`src/rtl/smc_pkg.sv`:
```
package smc_pkg;

    localparam logic OP_LOAD = 1'b0;
    localparam logic OP_ROW  = 1'b1;

    localparam logic [1:0] SMOOTH_FWD = 2'd0;
    localparam logic [1:0] SMOOTH_CEN = 2'd1;
    localparam logic [1:0] SMOOTH_LAP = 2'd2;

    localparam logic [2:0] REG_TYPE     = 3'd0;
    localparam logic [2:0] REG_INDEXED  = 3'd1;
    localparam logic [2:0] REG_TOTAL    = 3'd2;
    localparam logic [2:0] REG_LOCAL    = 3'd3;
    localparam logic [2:0] REG_CHANNELS = 3'd4;
    localparam logic [2:0] REG_WEIGHT   = 3'd5;

    localparam int DVD_W = 13;
    localparam int DSR_W = 12;

    localparam logic [63:0] RHS_MAX = 64'h7FFF_FFFF_FFFF_FFFF;
    localparam logic [63:0] RHS_MIN = 64'h8000_0000_0000_0000;

    typedef logic signed [15:0] pos_t;

    typedef struct packed {
        logic ok;
        pos_t left;
        pos_t mid;
        pos_t right;
    } cols_t;

    typedef struct packed {
        logic             start;
        logic [DVD_W-1:0] dividend;
        logic [DSR_W-1:0] divisor;
    } div_req_t;

    typedef struct packed {
        logic             done;
        logic [DVD_W-1:0] quotient;
        logic [DSR_W-1:0] remainder;
    } div_rsp_t;

endpackage

```
`src/rtl/smc_cols.sv`:
```
module smc_cols (
    input  logic [11:0]   idx,
    input  logic [11:0]   k,
    input  smc_pkg::pos_t shift,
    input  logic [1:0]    smoothing_type,
    input  logic          indexed_format,
    input  logic [12:0]   params_total,
    input  logic [11:0]   channels,
    input  smc_pkg::pos_t limit,
    output smc_pkg::cols_t cols
);

    always_comb
    begin
        smc_pkg::pos_t b;
        smc_pkg::pos_t p;
        smc_pkg::pos_t rw;
        smc_pkg::pos_t par;
        smc_pkg::pos_t l;
        smc_pkg::pos_t m;
        smc_pkg::pos_t r;
        logic          ok;
        logic          first;
        logic          last;

        b     = {4'd0, idx[11:1], 1'b0};
        p     = {3'd0, params_total};
        rw    = {4'd0, idx};
        par   = {15'd0, idx[0]};
        first = (k == 12'd0);
        last  = (k == (channels - 12'd1));
        ok    = 1'b0;
        l     = '1;
        m     = '1;
        r     = '1;

        // The decision is made for the real part; the imaginary part follows one column up.
        if ((rw < p) && ((smoothing_type == smc_pkg::SMOOTH_FWD) ||
                         (smoothing_type == smc_pkg::SMOOTH_CEN) ||
                         (smoothing_type == smc_pkg::SMOOTH_LAP)))
        begin
            if (smoothing_type == smc_pkg::SMOOTH_FWD)
            begin
                if (indexed_format || last)
                begin
                    if ((b + shift) < p)
                    begin
                        l  = b;
                        r  = b + shift;
                        ok = 1'b1;
                    end
                end
                else
                begin
                    l  = b;
                    r  = b + 16'sd2;
                    ok = 1'b1;
                end
            end
            else
            begin
                priority if (indexed_format || (first && last))
                begin
                    if (((b - shift) >= 16'sd0) && ((b + shift) < p))
                    begin
                        l  = b - shift;
                        r  = b + shift;
                        ok = 1'b1;
                    end
                end
                else if (first)
                begin
                    if ((b - shift) >= 16'sd0)
                    begin
                        l  = b - shift;
                        r  = b + 16'sd2;
                        ok = 1'b1;
                    end
                end
                else if (last)
                begin
                    if ((b + shift) < p)
                    begin
                        l  = b - 16'sd2;
                        r  = b + shift;
                        ok = 1'b1;
                    end
                end
                else
                begin
                    l  = b - 16'sd2;
                    r  = b + 16'sd2;
                    ok = 1'b1;
                end
            end

            if (ok)
            begin
                l = l + par;
                r = r + par;
                if (smoothing_type == smc_pkg::SMOOTH_LAP)
                begin
                    m = rw;
                end
                if ((l < 16'sd0) || (l >= limit) || (r < 16'sd0) || (r >= limit) ||
                    (m >= limit))
                begin
                    ok = 1'b0;
                end
            end
        end

        cols.ok    = ok;
        cols.left  = ok ? l : '1;
        cols.mid   = ok ? m : '1;
        cols.right = ok ? r : '1;
    end

endmodule

```
`config.mk`:
```
export PLATFORM = sky130hd
export DESIGN_NAME = smc_cols
export DESIGN_NICKNAME = d
export VERILOG_FILES = /design/src/rtl/smc_pkg.sv /design/src/rtl/smc_cols.sv
export SDC_FILE = /design/constraint.sdc
export NUM_CORES = 1
export LEC_CHECK = 0
export BUFFER_PORTS_ARGS = -buffer_cell sky130_fd_sc_hd__buf_2
export CORE_ASPECT_RATIO = 2
export CORE_MARGIN = 8
export CORE_UTILIZATION = 50
export DETAILED_ROUTE_END_ITERATION = 10
export GPL_TIMING_DRIVEN = 0
export PLACE_DENSITY_LB_ADDON = 0.25
export SLEW_MARGIN = 20
export SYNTH_ARGS = -nofsm -noshare
export SYNTH_HDL_FRONTEND = slang
export SYNTH_SLANG_ARGS = --single-unit
```
`constraint.sdc`:
```
create_clock -name vclk -period 22.5
set_input_delay 6.75 -clock vclk [all_inputs]
set_output_delay 6.75 -clock vclk [all_outputs]
set_load 0.005 [all_outputs]
```
==> metrics.yaml <==
detailroute.via_count: 7416
post_cts_resized: 0
drtIter0Drc: 417
grt_overflow_total: 0
final-max-slew-violation-count: 0
synth_top_area_share_pct: 20.33
port-buffer-count: 128
power.combinational.fraction_pct: 100.0
post-cts-setup-buffers: 0
antenna_left: 0
min_delay_worst_endpoint: "cols[16]"
run_status: "finished clean"
timing_worst_slew_pin_value_ns: 0.9716
crit_path_top_delay_cell: "sky130_fd_sc_hd__a21oi_1"
fp-row-count: 57
hold_depth: 4
full_die_area_mm2: 0.01648
global_route_wire_length_before_repair_um: 37780
die_h_um: 173.7
remaining_drc_errors: 0
total_number_of_sequential_cells: 0
clkPwrFrac_pct: 0
post-synth-top-count-cell: "sky130_fd_sc_hd__ha_1"
critPathCaptureType: "output pin"
setup_viol: 0
post-route-cell-area_mm2: 0.007089
cellLeakagePower_nw: 3.111
antenna_found_initial: 0
synth.yosys.warnings: 0
drt-pass1-iter-count: 5
crit_required_ns: 15.75
avgViaCountPerCell: 6.269
post_synth_inst_count: 908
timing.final.ws_setup_ns: 0.5366
yosysTopAreaCell: "sky130_fd_sc_hd__ha_1"
irDropWorstVdd_v: 0.00001211
die_width_um: 94.85
placedCellCount: 1183
fmax_ghz: 0.04553
cpMostUsedCell: "sky130_fd_sc_hd__ha_1"
arrival_ns: 15.21
placement_stage_cell_area_mm2: 0.007048
timing.final.crit_share_pct: 97.61
layout_cells_sized_above_1_pct: 19.69
core_area_mm2: 0.01212
ff_latch_area_um2: 0
setup.worst_path.class: "in -> out"
period_minus_slack_ns: 21.96
post_synth_instance_area_mm2: 0.006217
insertedDiodeCount: 0
synth_common_cells: "sky130_fd_sc_hd__ha_1 (101), sky130_fd_sc_hd__inv_1 (83), sky130_fd_sc_hd__nor2_1 (70)"
pwr-share-seq_pct: 0
area_growth_syn_to_layout_pct: 14.03
pin_count: 133
cellInternalPower_mw: 0.07014
timing.hold.worst.start: "idx[0]"
vias_in_the_first_global_route: 7451
final_hold_viol_count: 0
switching_share_pct: 61.62
hold_slack_ns: 13.91
max_stage_delay_ns: 0.67
dp_worst_setup_slack_ns: 0.4289
gpl.final_weighted_congestion: 0.9958
drv_cap: 0
grt_setup_unrepaired: "false"
finalNetCount: 1225
synthesis.area_per_instance_um2: 6.847
yosys-top-cells-area: "sky130_fd_sc_hd__ha_1 (20%), sky130_fd_sc_hd__xnor2_1 (5.4%), sky130_fd_sc_hd__inv_1 (5.0%), sky130_fd_sc_hd__a21oi_1 (5.0%), sky130_fd_sc_hd__nor2_1 (4.2%)"
crit_path_start: "idx[2]"
grt_max_degree: 14
floorplan.initialDensity_pct: 51.28
report.power.total_mw: 0.1828
synth.net_count: 1095
critical_path.startpoint_type: "input pin"
slew_headroom_pct: 35.23
avgRoutedWirePerCell_um: 20.50
yosysUniqueCellTypes: 82
final_cells: 1183
drt_wl_total_um: 24260
yosysSeqAreaShare_pct: 0
track_usage_pct: 28.76
detail_placement_hpwl_um: 20490
n_clock_buffer: 0
pwr_density_cell_mw_per_mm2: 25.78
switching_power_mw: 0.1126
critical_path_peak_fanout: 11
min-delay-path-class: "in -> out"
cts_hold_buf: 0
cells in the final DEF (no fill, tap or decap), types with 17 or more instances in the layout:
cell type / Yosys / layout
sky130_fd_sc_hd__a21o_1: 22 / 22
sky130_fd_sc_hd__a21oi_1: 62 / 61
sky130_fd_sc_hd__buf_2: 4 / 132
sky130_fd_sc_hd__clkbuf_1: 28 / 27
sky130_fd_sc_hd__ha_1: 101 / 101
sky130_fd_sc_hd__inv_1: 83 / 83
sky130_fd_sc_hd__nand2_1: 53 / 53
sky130_fd_sc_hd__nand2b_1: 22 / 22
sky130_fd_sc_hd__nand3_1: 42 / 42
sky130_fd_sc_hd__nand3_2: 20 / 20
sky130_fd_sc_hd__nand4_1: 21 / 21
sky130_fd_sc_hd__nor2_1: 70 / 70
sky130_fd_sc_hd__nor3_1: 26 / 26
sky130_fd_sc_hd__o21a_1: 17 / 17
sky130_fd_sc_hd__o21ai_0: 44 / 44
sky130_fd_sc_hd__xnor2_1: 38 / 38
sky130_fd_sc_hd__xor2_1: 29 / 29
cell families (layout without fill, tap and decap cells):
logic type      count (synthesis)  after routing  synth area share [%]
compound gates                257            257                 27.87
xor+xnor                       67             67                 9.438
fa+ha+maj                     103            103                 20.97
buf+inv                       132            260                 9.539
mux                             8              8                 1.368
simple gates                  341            341                 30.81
through the flow:
stage | util, % | setup TNS, ns
3_3_place_gp | 58.08 | -4.250
4_1_cts | 58.13 | 0
6_report | 58.47 | 0
2_1_floorplan | - | 0
5_1_grt | 58.47 | 0
3_5_place_dp | 58.13 | 0
layout make-up:
type                            instances  area (um2)
Multi-Input combinational cell        776        5670
Fill cell                            1247        5035
Timing Repair Buffer                  128       640.6
Inverter                               84       315.3
Buffer                                 48       279.0
Tap cell                              147       183.9
worst max-delay path: cells and delay by family:
kind	cells	cell delay (ns)
simple gates	9	1.56
fa+ha+maj	6	1.83
compound gates	12	3.36
buf+inv	7	1.14
xor+xnor	2	0.56
power groups by stage:
stage          logic [mW]  registers (mW)  clock network [mW]
6_report            0.183               0                   0
5_1_grt             0.202               0                   0
4_1_cts             0.179               0                   0
3_5_place_dp        0.178               0                   0
3_3_place_gp        0.176               0                   0
2_1_floorplan       0.125               0                   0
worst max path at each step:
stage	endpoint	slack, ns	cells past startpoint
after floorplan	cols[29]	2.67	33
after global placement	cols[29]	-0.26	35
after detailed placement	cols[29]	0.43	35
after CTS	cols[29]	0.42	35
after global routing	cols[30]	0.07	38
final	cols[29]	0.54	36
per-layer routing:
metal  vias to the layer above  wire length, um  global-route usage [%]
li1                       3597                -                       -
met1                      3410             8291                   27.53
met2                       305            12800                   53.50
met3                       104             1111                   2.646
met4                         0             2051                   21.44
met5                         -                0                       0
Power figures use the tool's default switching activity.
