===== config.mk =====
export PLATFORM = sky130hd
export DESIGN_NAME = smc_div
export DESIGN_NICKNAME = d
export VERILOG_FILES = /design/src/rtl/smc_pkg.sv /design/src/rtl/smc_div.sv
export SDC_FILE = /design/constraint.sdc
export NUM_CORES = 1
export LEC_CHECK = 0
export BUFFER_PORTS_ARGS = -buffer_cell sky130_fd_sc_hd__buf_2
export CORE_MARGIN = 2
export CORE_UTILIZATION = 54
export CTS_CLUSTER_DIAMETER = 50
export DETAILED_ROUTE_END_ITERATION = 10
export PLACE_DENSITY = 0.8
export SYNTH_ARGS = -nofsm -noshare
export SYNTH_HDL_FRONTEND = slang
export SYNTH_SLANG_ARGS = --single-unit

===== constraint.sdc =====
create_clock -name clk -period 3.2 [get_ports clk]
set_clock_uncertainty 0.15 [all_clocks]
set_input_delay 0.16 -clock clk [delete_from_list [all_inputs] [get_ports clk]]
set_output_delay 0.16 -clock clk [all_outputs]
set_load 0.02 [all_outputs]

===== src/rtl/smc_pkg.sv =====
package smc_pkg;

    localparam logic OP_LOAD = 1'b0;
    localparam logic OP_ROW  = 1'b1;

    localparam logic [1:0] SMOOTH_FWD = 2'd0;
    localparam logic [1:0] SMOOTH_CEN = 2'd1;
    localparam logic [1:0] SMOOTH_LAP = 2'd2;

    localparam logic [2:0] REG_TYPE     = 3'd0;
    localparam logic [2:0] REG_INDEXED  = 3'd1;
    localparam logic [2:0] REG_TOTAL    = 3'd2;
    localparam logic [2:0] REG_LOCAL    = 3'd3;
    localparam logic [2:0] REG_CHANNELS = 3'd4;
    localparam logic [2:0] REG_WEIGHT   = 3'd5;

    localparam int DVD_W = 13;
    localparam int DSR_W = 12;

    localparam logic [63:0] RHS_MAX = 64'h7FFF_FFFF_FFFF_FFFF;
    localparam logic [63:0] RHS_MIN = 64'h8000_0000_0000_0000;

    typedef logic signed [15:0] pos_t;

    typedef struct packed {
        logic ok;
        pos_t left;
        pos_t mid;
        pos_t right;
    } cols_t;

    typedef struct packed {
        logic             start;
        logic [DVD_W-1:0] dividend;
        logic [DSR_W-1:0] divisor;
    } div_req_t;

    typedef struct packed {
        logic             done;
        logic [DVD_W-1:0] quotient;
        logic [DSR_W-1:0] remainder;
    } div_rsp_t;

endpackage


===== src/rtl/smc_div.sv =====
module smc_div (
    input  logic              clk,
    input  logic              rst_n,
    input  smc_pkg::div_req_t req,
    output smc_pkg::div_rsp_t rsp
);

    logic                       busy_reg;
    logic [3:0]                 count_reg;
    logic [smc_pkg::DVD_W-1:0]  quo_reg;
    logic [smc_pkg::DSR_W-1:0]  rem_reg;
    logic [smc_pkg::DSR_W-1:0]  dsr_reg;
    logic [smc_pkg::DVD_W-1:0]  trial;
    logic [smc_pkg::DVD_W-1:0]  diff;
    logic                       ge;

    // One restoring step per cycle: shift in the next dividend bit and try the subtract.
    assign trial = {rem_reg, quo_reg[smc_pkg::DVD_W-1]};
    assign ge    = trial >= {1'b0, dsr_reg};
    assign diff  = trial - {1'b0, dsr_reg};

    always_ff @(posedge clk or negedge rst_n)
    begin
        if (!rst_n)
        begin
            busy_reg  <= 1'b0;
            count_reg <= 4'd0;
        end
        else if (req.start)
        begin
            busy_reg  <= 1'b1;
            count_reg <= 4'(smc_pkg::DVD_W);
        end
        else if (busy_reg)
        begin
            if (count_reg != 4'd0)
            begin
                count_reg <= count_reg - 4'd1;
            end
            else
            begin
                busy_reg <= 1'b0;
            end
        end
    end

    always_ff @(posedge clk)
    begin
        if (req.start)
        begin
            quo_reg <= req.dividend;
            rem_reg <= '0;
            dsr_reg <= req.divisor;
        end
        else if (busy_reg && (count_reg != 4'd0))
        begin
            quo_reg <= {quo_reg[smc_pkg::DVD_W-2:0], ge};
            rem_reg <= ge ? diff[smc_pkg::DSR_W-1:0] : trial[smc_pkg::DSR_W-1:0];
        end
    end

    assign rsp.done      = busy_reg && (count_reg == 4'd0);
    assign rsp.quotient  = quo_reg;
    assign rsp.remainder = rem_reg;

endmodule


==> flow_summary.ini, run 1 <==
[outcome]
status = completed

[clock_tree]
cts-root-buf = clkbuf_8
clk_pin_slew_worst_paths_ns = 0.08
cts_made_buffers = 5
cts-htree-levels = 2
ctsHoldBuffers = 13
tritoncts = built
post_cts_buffers = 0
cts.path.max_buffers = 2
clock-sinks = 42
cts_resized = 0
clk_latency_ns = 0.30

[setup_path]
endpoint = quo_reg[0]
reg2reg_slack_ns = 0.73
reg2reg_to = quo_reg[0]
crit_type = reg -> reg
max_stage_delay_ns = 0.35
cp_top_family = compound AO/OA/AOI/OAI gates
setup.worst_path.start = dsr_reg[10]
required_ns = 3.10
path_max_fanout = 10
cp_common_cell = a21o_1
endpoint_kind = flop
crit_arrival_ns = 2.37
critPathBufInv = 1
worstPathCellList = inv_1 -> ha_1 -> a21o_1 -> a211o_1 -> a41o_1 -> a21o_1 -> mux2_2
r2r-start = dsr_reg[10]
startpoint_type = flop
crit_cells = 7
cp_slowest_cell = ha_1
worstRegToRegCells = 7

[synthesis]
synthArstFlopShare_pct = 11.9
syn_inst = 217
ys_types = 53
ys_warn_count = 0
syn_area_um2 = 2350
avgSynthCellArea_um2 = 10.8
syn_nets = 259
synth-seq-area-share_pct = 47.5
ys_ff_latch = 42
synth_edf_count = 25
synth-main-ff-cell = edfxtp_1

[final_layout]
largest_reg_flops = 13
drive_above_1_share_pct = 27.7
layout_common_cells = buf_2, edfxtp_1, inv_1
antenna_cells = 0
num-fill-cells = 327
design_area_um2 = 2860
postLayoutCoreUtil_pct = 69.9
final_common_cell = buf_2
stdcell_count = 335
multi_input_area_um2 = 1120
seq_area_um2 = 1120
area_delta_synth_final_pct = 21.6
finalNetCount = 326

[floorplan]
die-area_um2 = 4900
die_x_um = 70.0
io-pin-count = 54
die_y_um = 70.0
core_um2 = 4090
rows = 23
start_util_pct = 57.5

[place]
place_ws_ns = 0.736
placed_area_um2 = 2640
port_buffers = 53
hpwl_um = 3420
place_congestion = 0.833
dp.cells = 314

[hold_path]
hold_class = in -> reg

[global_routing]
overflow = 0
grt_pass1_wl_um = 8300
grt_pass1_vias = 1791
antenna_found_initial = 0
grt_max_degree = 35
grtUsageTotal_pct = 21.3

[drt]
wire_per_inst_um = 14.7
via_per_inst = 5.49
post-route-drc-count = 0
drt_wl_total_um = 4910
drtIter0Drc = 60
postRouteAntennaNets = 0
dr.pass1.iters = 4
vias = 1840

[flow_run]
drv_cap = 0

[pwr]
total_power_mw = 2.17
p_leak_nw = 1.32
irDropWorstVdd_uv = 409
pwr_density_cell_nw_per_um2 = 758

[sta]
tightestPinTransition_ns = 0.711
final.setup.tns_ns = 0
setup_viol = 0
setup_ws_ns = 0.730
finalHoldViolations = 0
fmax_ghz = 0.405
whs_ns = 0.0124
rsz0062_at_grt = false
drv_slew = 0
maxSlewHeadroom_pct = 52.6
fin_crit_sh_pct = 77.2
period_needed_ns = 2.47
==> synthesized netlist by cell type (all sizes together), types with 3 or more instances <==
cell type | count | area, um2
edfxtp | 25 | 751
dfrtp | 5 | 125
mux2 | 13 | 146
inv | 19 | 71.3
and3 | 6 | 37.5
dfxtp | 12 | 240
clkbuf | 3 | 11.3
o21ai | 10 | 50.1
nor2b | 6 | 37.5
buf | 4 | 31.3
nand2b | 3 | 18.8
xnor2 | 8 | 70.1
a21oi | 10 | 53.8
ha | 13 | 163
nand2 | 16 | 65.1
nor2 | 15 | 56.3
xor2 | 3 | 26.3
a21o | 4 | 30.0
mux2i | 5 | 50.1
nand3 | 5 | 25.0
==> layer usage <==
metal / GRT usage [%] / vias up / routed length (um)
met5: 0 / - / 0
met4: 6.20 / 0 / 52
met3: 4.62 / 6 / 234
met2: 34.8 / 43 / 2400
met1: 28.6 / 871 / 2220
li1: - / 920 / -
==> logic make-up (layout without fill, tap and decap cells) <==
group	after synthesis	after routing	synth area share (%)
buffers and inverters	26	94	4.85
muxes	18	18	8.36
DFF	42	42	47.5
xor gates and xnor gates	11	11	4.10
AOI/OAI and AO/OA	49	49	15.4
adders and majority gates	14	14	7.77
and+or+nand+nor	57	57	12.0
==> where the power goes <==
group	leakage (nW)	internal [mW]	switching (mW)
clock	0.0416	0.150	0.186
combinational	0.876	0.449	0.601
sequential	0.406	0.688	0.0927
total	1.32	1.29	0.879
==> how the worst min path moves through the flow <==
stage	cells past startpoint	from	end	slack, ns
global placement	1	rst_n	count_reg[3]	-0.17
CTS	2	req[14]	quo_reg[2]	0.008
floorplan	0	rst_n	busy_reg	-0.29
finish	2	req[14]	quo_reg[2]	0.01
detailed placement	1	rst_n	count_reg[3]	-0.17
global route	2	req[14]	quo_reg[2]	0.006
==> worst register-to-register path, cell delays in order (launching register included) <==
cell and delay (ns):
edfxtp_1 0.34, inv_1 0.04, ha_1 0.35, a21o_1 0.19
a211o_1 0.28, a41o_1 0.24, a21o_1 0.31, mux2_2 0.32
==> cell type report <==
type                            count  area share [%]
Sequential cell                    42            39.1
Clock buffer                        5            2.41
Timing Repair Buffer               67            14.1
Multi-Input combinational cell    149            39.2
Clock inverter                      3           0.569
Inverter                           19            2.50
Tap cell                           50            2.19
Note: power is estimated with default switching activity, not from simulation.
==> run 2: changes to the inputs <==
- ABC_AREA: default -> 1
- CORE_UTILIZATION: 54 -> 55
- clock period: 3.2 -> 2.56 ns (I/O delays scaled with it)
==> run 2 against run 1 <==
Compared with the run above:
- sequential power grew 20%
- worst hold slack gained 0.015 ns
- worst setup slack lost 0.30 ns
- register-to-register slack lost 0.30 ns
- power grew 25%
- final area grew 13%
- critical path type unchanged
- largest cell class unchanged
==> flow_summary.ini, run 2 <==
[outcome]
status = completed

[setup_path]
max_stage_delay_ns = 0.38
cp_slowest_cell = edfxtp_1
cp_common_cell = nand2_1
crit_type = reg -> reg
path_max_fanout = 14
required_ns = 2.46
cp_top_family = simple AND/OR/NAND/NOR gates
startpoint_type = flop
endpoint_kind = flop
worstPathCellList = inv_1 -> ha_1 -> nand2_2 -> inv_1 -> nand2_1 -> nand3_2 -> nand2_2 -> nand3_2 -> nand2_1 -> nand2_1
critPathBufInv = 2
crit_arrival_ns = 2.03

[clock_tree]
cts-root-buf = clkbuf_8
tritoncts = built
clock-sinks = 42
cts_made_buffers = 5
clk_latency_ns = 0.30
cts.path.max_buffers = 2
post_cts_buffers = 0
cts-htree-levels = 2
clk_pin_slew_worst_paths_ns = 0.08

[synthesis]
synth_edf_count = 25
ys_warn_count = 0
synth_area_leader_cell = edfxtp_1
syn_nets = 374
synth.area.top_cells = edfxtp_1, nand2_1, dfxtp_1, inv_1, ha_1
synth-main-ff-cell = edfxtp_1
synth.most_common_cell = nand2_1
syn_area_um2 = 2530
synthArstFlopShare_pct = 11.9
synth-seq-area-share_pct = 44.1
ys_ff_latch = 42
avgSynthCellArea_um2 = 7.62
synth_top_area_share_pct = 29.7
ys_types = 29
synthTopCellsByCount = nand2_1, inv_1, edfxtp_1, nand3_1, nor2_1
syn_inst = 332

[pwr]
pwr_density_cell_nw_per_um2 = 843
p_leak_nw = 1.71
irDropWorstVdd_uv = 410

[global_routing]
grt_pass1_vias = 2374
grt.met3_usage_pct = 5.49
overflow = 0
antenna_found_initial = 0
grt_pass1_wl_um = 10500
grtUsageTotal_pct = 26.4
grt_max_degree = 24
grt_util_met2_pct = 47.2
top_usage_layer = met2
use_met1_pct = 31.2

[final_layout]
num-fill-cells = 334
layout_common_cells = nand2_1, inv_1, buf_2
drive_above_1_share_pct = 19.2
largest_reg_flops = 13
antenna_cells = 0
design_area_um2 = 3220
finalNetCount = 457
final_common_cell = nand2_1
area_delta_synth_final_pct = 27.3

[flow_run]
drv_cap = 0

[drt]
vias = 2420
drt_wl_total_um = 6400
post-route-drc-count = 0
dr.pass1.iters = 4
wire_per_inst_um = 13.7
postRouteAntennaNets = 0
via_per_inst = 5.17
drtIter0Drc = 138

[sta]
drv_slew = 0
fmax_ghz = 0.469
period_needed_ns = 2.13
final.setup.tns_ns = 0
maxSlewHeadroom_pct = 63.1
whs_ns = 0.0273
finalHoldViolations = 0
rsz0062_at_grt = false
tightestPinTransition_ns = 0.553
fin_crit_sh_pct = 83.3
setup_ws_ns = 0.428
setup_viol = 0

[floorplan]
die-area_um2 = 5160
start_util_pct = 57.7
core_um2 = 4380
die_y_um = 71.8
die_x_um = 71.8
rows = 24
io-pin-count = 54

[place]
place_congestion = 0.926
place_ws_ns = 0.433
placed_area_um2 = 2860
port_buffers = 53
hpwl_um = 4210

[hold_path]
hold_class = in -> reg
[run 2: final timing paths]
kind,start,to,slack (ns),depth (start not counted)
max reg2reg,dsr_reg[3],quo_reg[0],0.43,10
max in group asynchronous,rst_n,count_reg[2],2.08,2
max,dsr_reg[3],quo_reg[0],0.43,10
min,req[25],dsr_reg[11],0.03,1
min reg2reg,rem_reg[4],rem_reg[4],0.34,2
min in group asynchronous,rst_n,count_reg[0],0.04,2
[run 2: area by class of cell]
cell class	count	area, um2	area share (%)
clock buffers	7	76.3	2.37
clock inverters	1	30.0	0.932
inverters	57	214	6.64
multi-input cells	224	1150	35.7
flip-flops and latches	42	1120	34.6
well taps	52	65.1	2.02
repair buffers	85	571	17.7
[run 2: layer usage]
metal	vias to the layer above	routed length, um
li1	1217	-
met1	1110	2640
met2	83	3290
met3	10	380
met4	0	98
met5	-	0
[run 2: timing repair]
action | CTS | global route
resized for setup | 0 | 0
endpoints found under the hold margin | 30 | 0
hold buffers | 26 | 0
[run 2: logic make-up (layout without fill, tap and decap cells)]
kind of cell / Yosys count / in the layout / share of synthesized area [%]
AOI/OAI and AO/OA: 13 / 13 / 2.87
xor gates and xnor gates: 5 / 5 / 1.73
adders and majority gates: 14 / 14 / 7.22
buffers and inverters: 66 / 150 / 10.4
DFF: 42 / 42 / 44.1
and+or+nand+nor: 192 / 192 / 33.6
[run 2: per-stage QoR]
| step | power [mW] | util, % | std cells |
|---|---|---|---|
| final | 2.72 | 73.5 | 468 |
| after global routing | 2.93 | 73.5 | 468 |
| after CTS | 2.71 | 73.5 | 468 |
| after detailed placement | 2.15 | 65.1 | 434 |
| after global placement | 2.13 | 65.1 | 434 |
| after floorplan | 1.86 | - | 332 |
[run 2: power breakdown]
part           switching (mW)  internal (mW)  total [mW]
Sequential             0.0962          0.839       0.936
Clock                   0.228          0.292       0.520
Combinational           0.794          0.467        1.26
Total                    1.12           1.60        2.72
==> run 3: changes to the inputs <==
- ABC_AREA: 1 -> 0
- CORE_UTILIZATION: 55 -> 48
- PLACE_DENSITY: 0.8 -> 0.75
- clock period: 2.56 -> 1.95 ns (I/O delays scaled with it)
==> run 3 against run 2 <==
Compared with the run above:
- the flow now finishes with violations (negative setup slack)
- clock power increased by 36%
- combinational power is 130% higher
- maximum frequency fell by 9.0%
- die area grew 6.1%
- first-iteration DRC count is 54% higher
- power up 80%
- via count shrank 2.3%
- sequential power rose by 37%
- utilization grew 5.3 points
- non-clock buffer count rose by 48
- final cell count fell by 10%
- sequential share of layout area shrank 4.6 points
- largest cell class unchanged
==> flow_summary.ini, run 3 (synthesized netlist as in run 1, its figures left out) <==
[pwr]
p_leak_nw = 1.70
irDropWorstVdd_uv = 758
pwr_density_cell_nw_per_um2 = 1310

[drt]
postRouteAntennaNets = 0
wire_per_inst_um = 17.8
dr.pass1.iters = 6
via_per_inst = 5.64
drt_wl_total_um = 7470
vias = 2364
drtIter0Drc = 212
post-route-drc-count = 0

[setup_path]
startpoint_type = flop
cp_slowest_cell = edfxtp_1
max_stage_delay_ns = 0.39
reg2reg_slack_ns = -0.39
required_ns = 1.98
endpoint_kind = flop
path_max_fanout = 5
worstPathCellList = inv_2 -> ha_4 -> a21o_1 -> a211o_1 -> a41o_1 -> a21o_4 -> mux2i_1 -> a211oi_1
endpoint = rem_reg[4]
crit_arrival_ns = 2.37
crit_type = reg -> reg
worstRegToRegCells = 8
r2r-start = dsr_reg[10]
reg2reg_to = rem_reg[4]
setup.worst_path.start = dsr_reg[10]

[final_layout]
drive_above_1_share_pct = 48.9
postLayoutCoreUtil_pct = 78.8
stdcell_count = 419
area_delta_synth_final_pct = 58.5
antenna_cells = 0
largest_reg_flops = 13
final_common_cell = buf_2
design_area_um2 = 3720
layout_common_cells = buf_2, buf_4, dlygate4sd3_1
num-fill-cells = 274
seq_area_um2 = 1120
finalNetCount = 393
multi_input_area_um2 = 1380

[place]
hpwl_um = 4270
port_buffers = 53
placed_area_um2 = 3060
dp.cells = 374
place_congestion = 0.862
place_ws_ns = -0.367

[sta]
setup_viol = 13
setup_ws_ns = -0.392
rsz0062_at_grt = true
fin_crit_sh_pct = 120
period_needed_ns = 2.34
fmax_ghz = 0.427
final.setup.tns_ns = -3.54
tightestPinTransition_ns = 0.538
finalHoldViolations = 0
drv_slew = 0
maxSlewHeadroom_pct = 64.0

[floorplan]
die-area_um2 = 5470
start_util_pct = 49.7
core_um2 = 4720
die_y_um = 74.0
die_x_um = 74.0
rows = 25
io-pin-count = 54

[hold_path]
hold_class = in -> reg
worstHoldStart = req[25]

[global_routing]
grt_pass1_wl_um = 10600
overflow = 0
grtUsageTotal_pct = 25.7
grt_max_degree = 16
antenna_found_initial = 0
grt_pass1_vias = 2174

[clock_tree]
clock-sinks = 42
clk_latency_ns = 0.30
cts.path.max_buffers = 2
cts-htree-levels = 2
cts_made_buffers = 5
tritoncts = built
cts-root-buf = clkbuf_8
clk_pin_slew_worst_paths_ns = 0.09

[outcome]
status = finished with violations
violations = negative setup slack

[flow_run]
drv_cap = 0
-- run 3: area by class of cell --
type / instances / area share (%)
flip-flops and latches: 42 / 30.0
clock inverters: 2 / 1.01
inverters: 19 / 2.02
clock buffers: 6 / 1.95
repair buffers: 133 / 25.6
multi-input cells: 150 / 37.1
well taps: 67 / 2.25
-- run 3: power breakdown --
part	leakage (nW)	internal, mW	switching [mW]
logic	1.24	1.43	1.46
clock network	0.0514	0.383	0.324
registers	0.407	1.13	0.149
total	1.70	2.95	1.93
-- run 3: metal layers --
layer / GRT usage (%) / up-vias / routed length (um)
li1: - / 1060 / -
met2: 43.2 / 155 / 3630
met1: 33.3 / 1119 / 2970
met4: 9.90 / 0 / 310
met3: 4.47 / 30 / 560
met5: 0 / - / 0
-- run 3: through the flow --
step                      hold slack (ns)  power, mW
after floorplan                    -0.348       2.69
after global placement             -0.238       3.47
after detailed placement           -0.238       3.52
after CTS                          0.0414       4.47
after global routing               0.0563       5.11
final                              0.0544       4.88
-- run 3: how the worst min path moves through the flow --
stage / endpoint / cells after the start
finish: dsr_reg[0] / 1
global route: dsr_reg[6] / 1
CTS: dsr_reg[0] / 1
detailed placement: count_reg[1] / 1
global placement: busy_reg / 1
floorplan: busy_reg / 0
-- run 3: critical path: cells and delay by family (launching register included) --
| kind | cells | cell delay [ns] |
|---|---|---|
| DFF | 1 | 0.39 |
| muxes | 1 | 0.14 |
| AOI/OAI and AO/OA | 5 | 1.28 |
| adders and majority gates | 1 | 0.19 |
| buffers and inverters | 1 | 0.07 |
-- run 3: repair_timing --
item | CTS | global route
setup endpoints to repair | 13 | 26
setup buffers | 5 | 4
hold endpoints to repair | 30 | 0
cloned | 1 | 0
hold buffers | 27 | 0
pin swaps | 9 | 7
gates resized for setup | 16 | 25
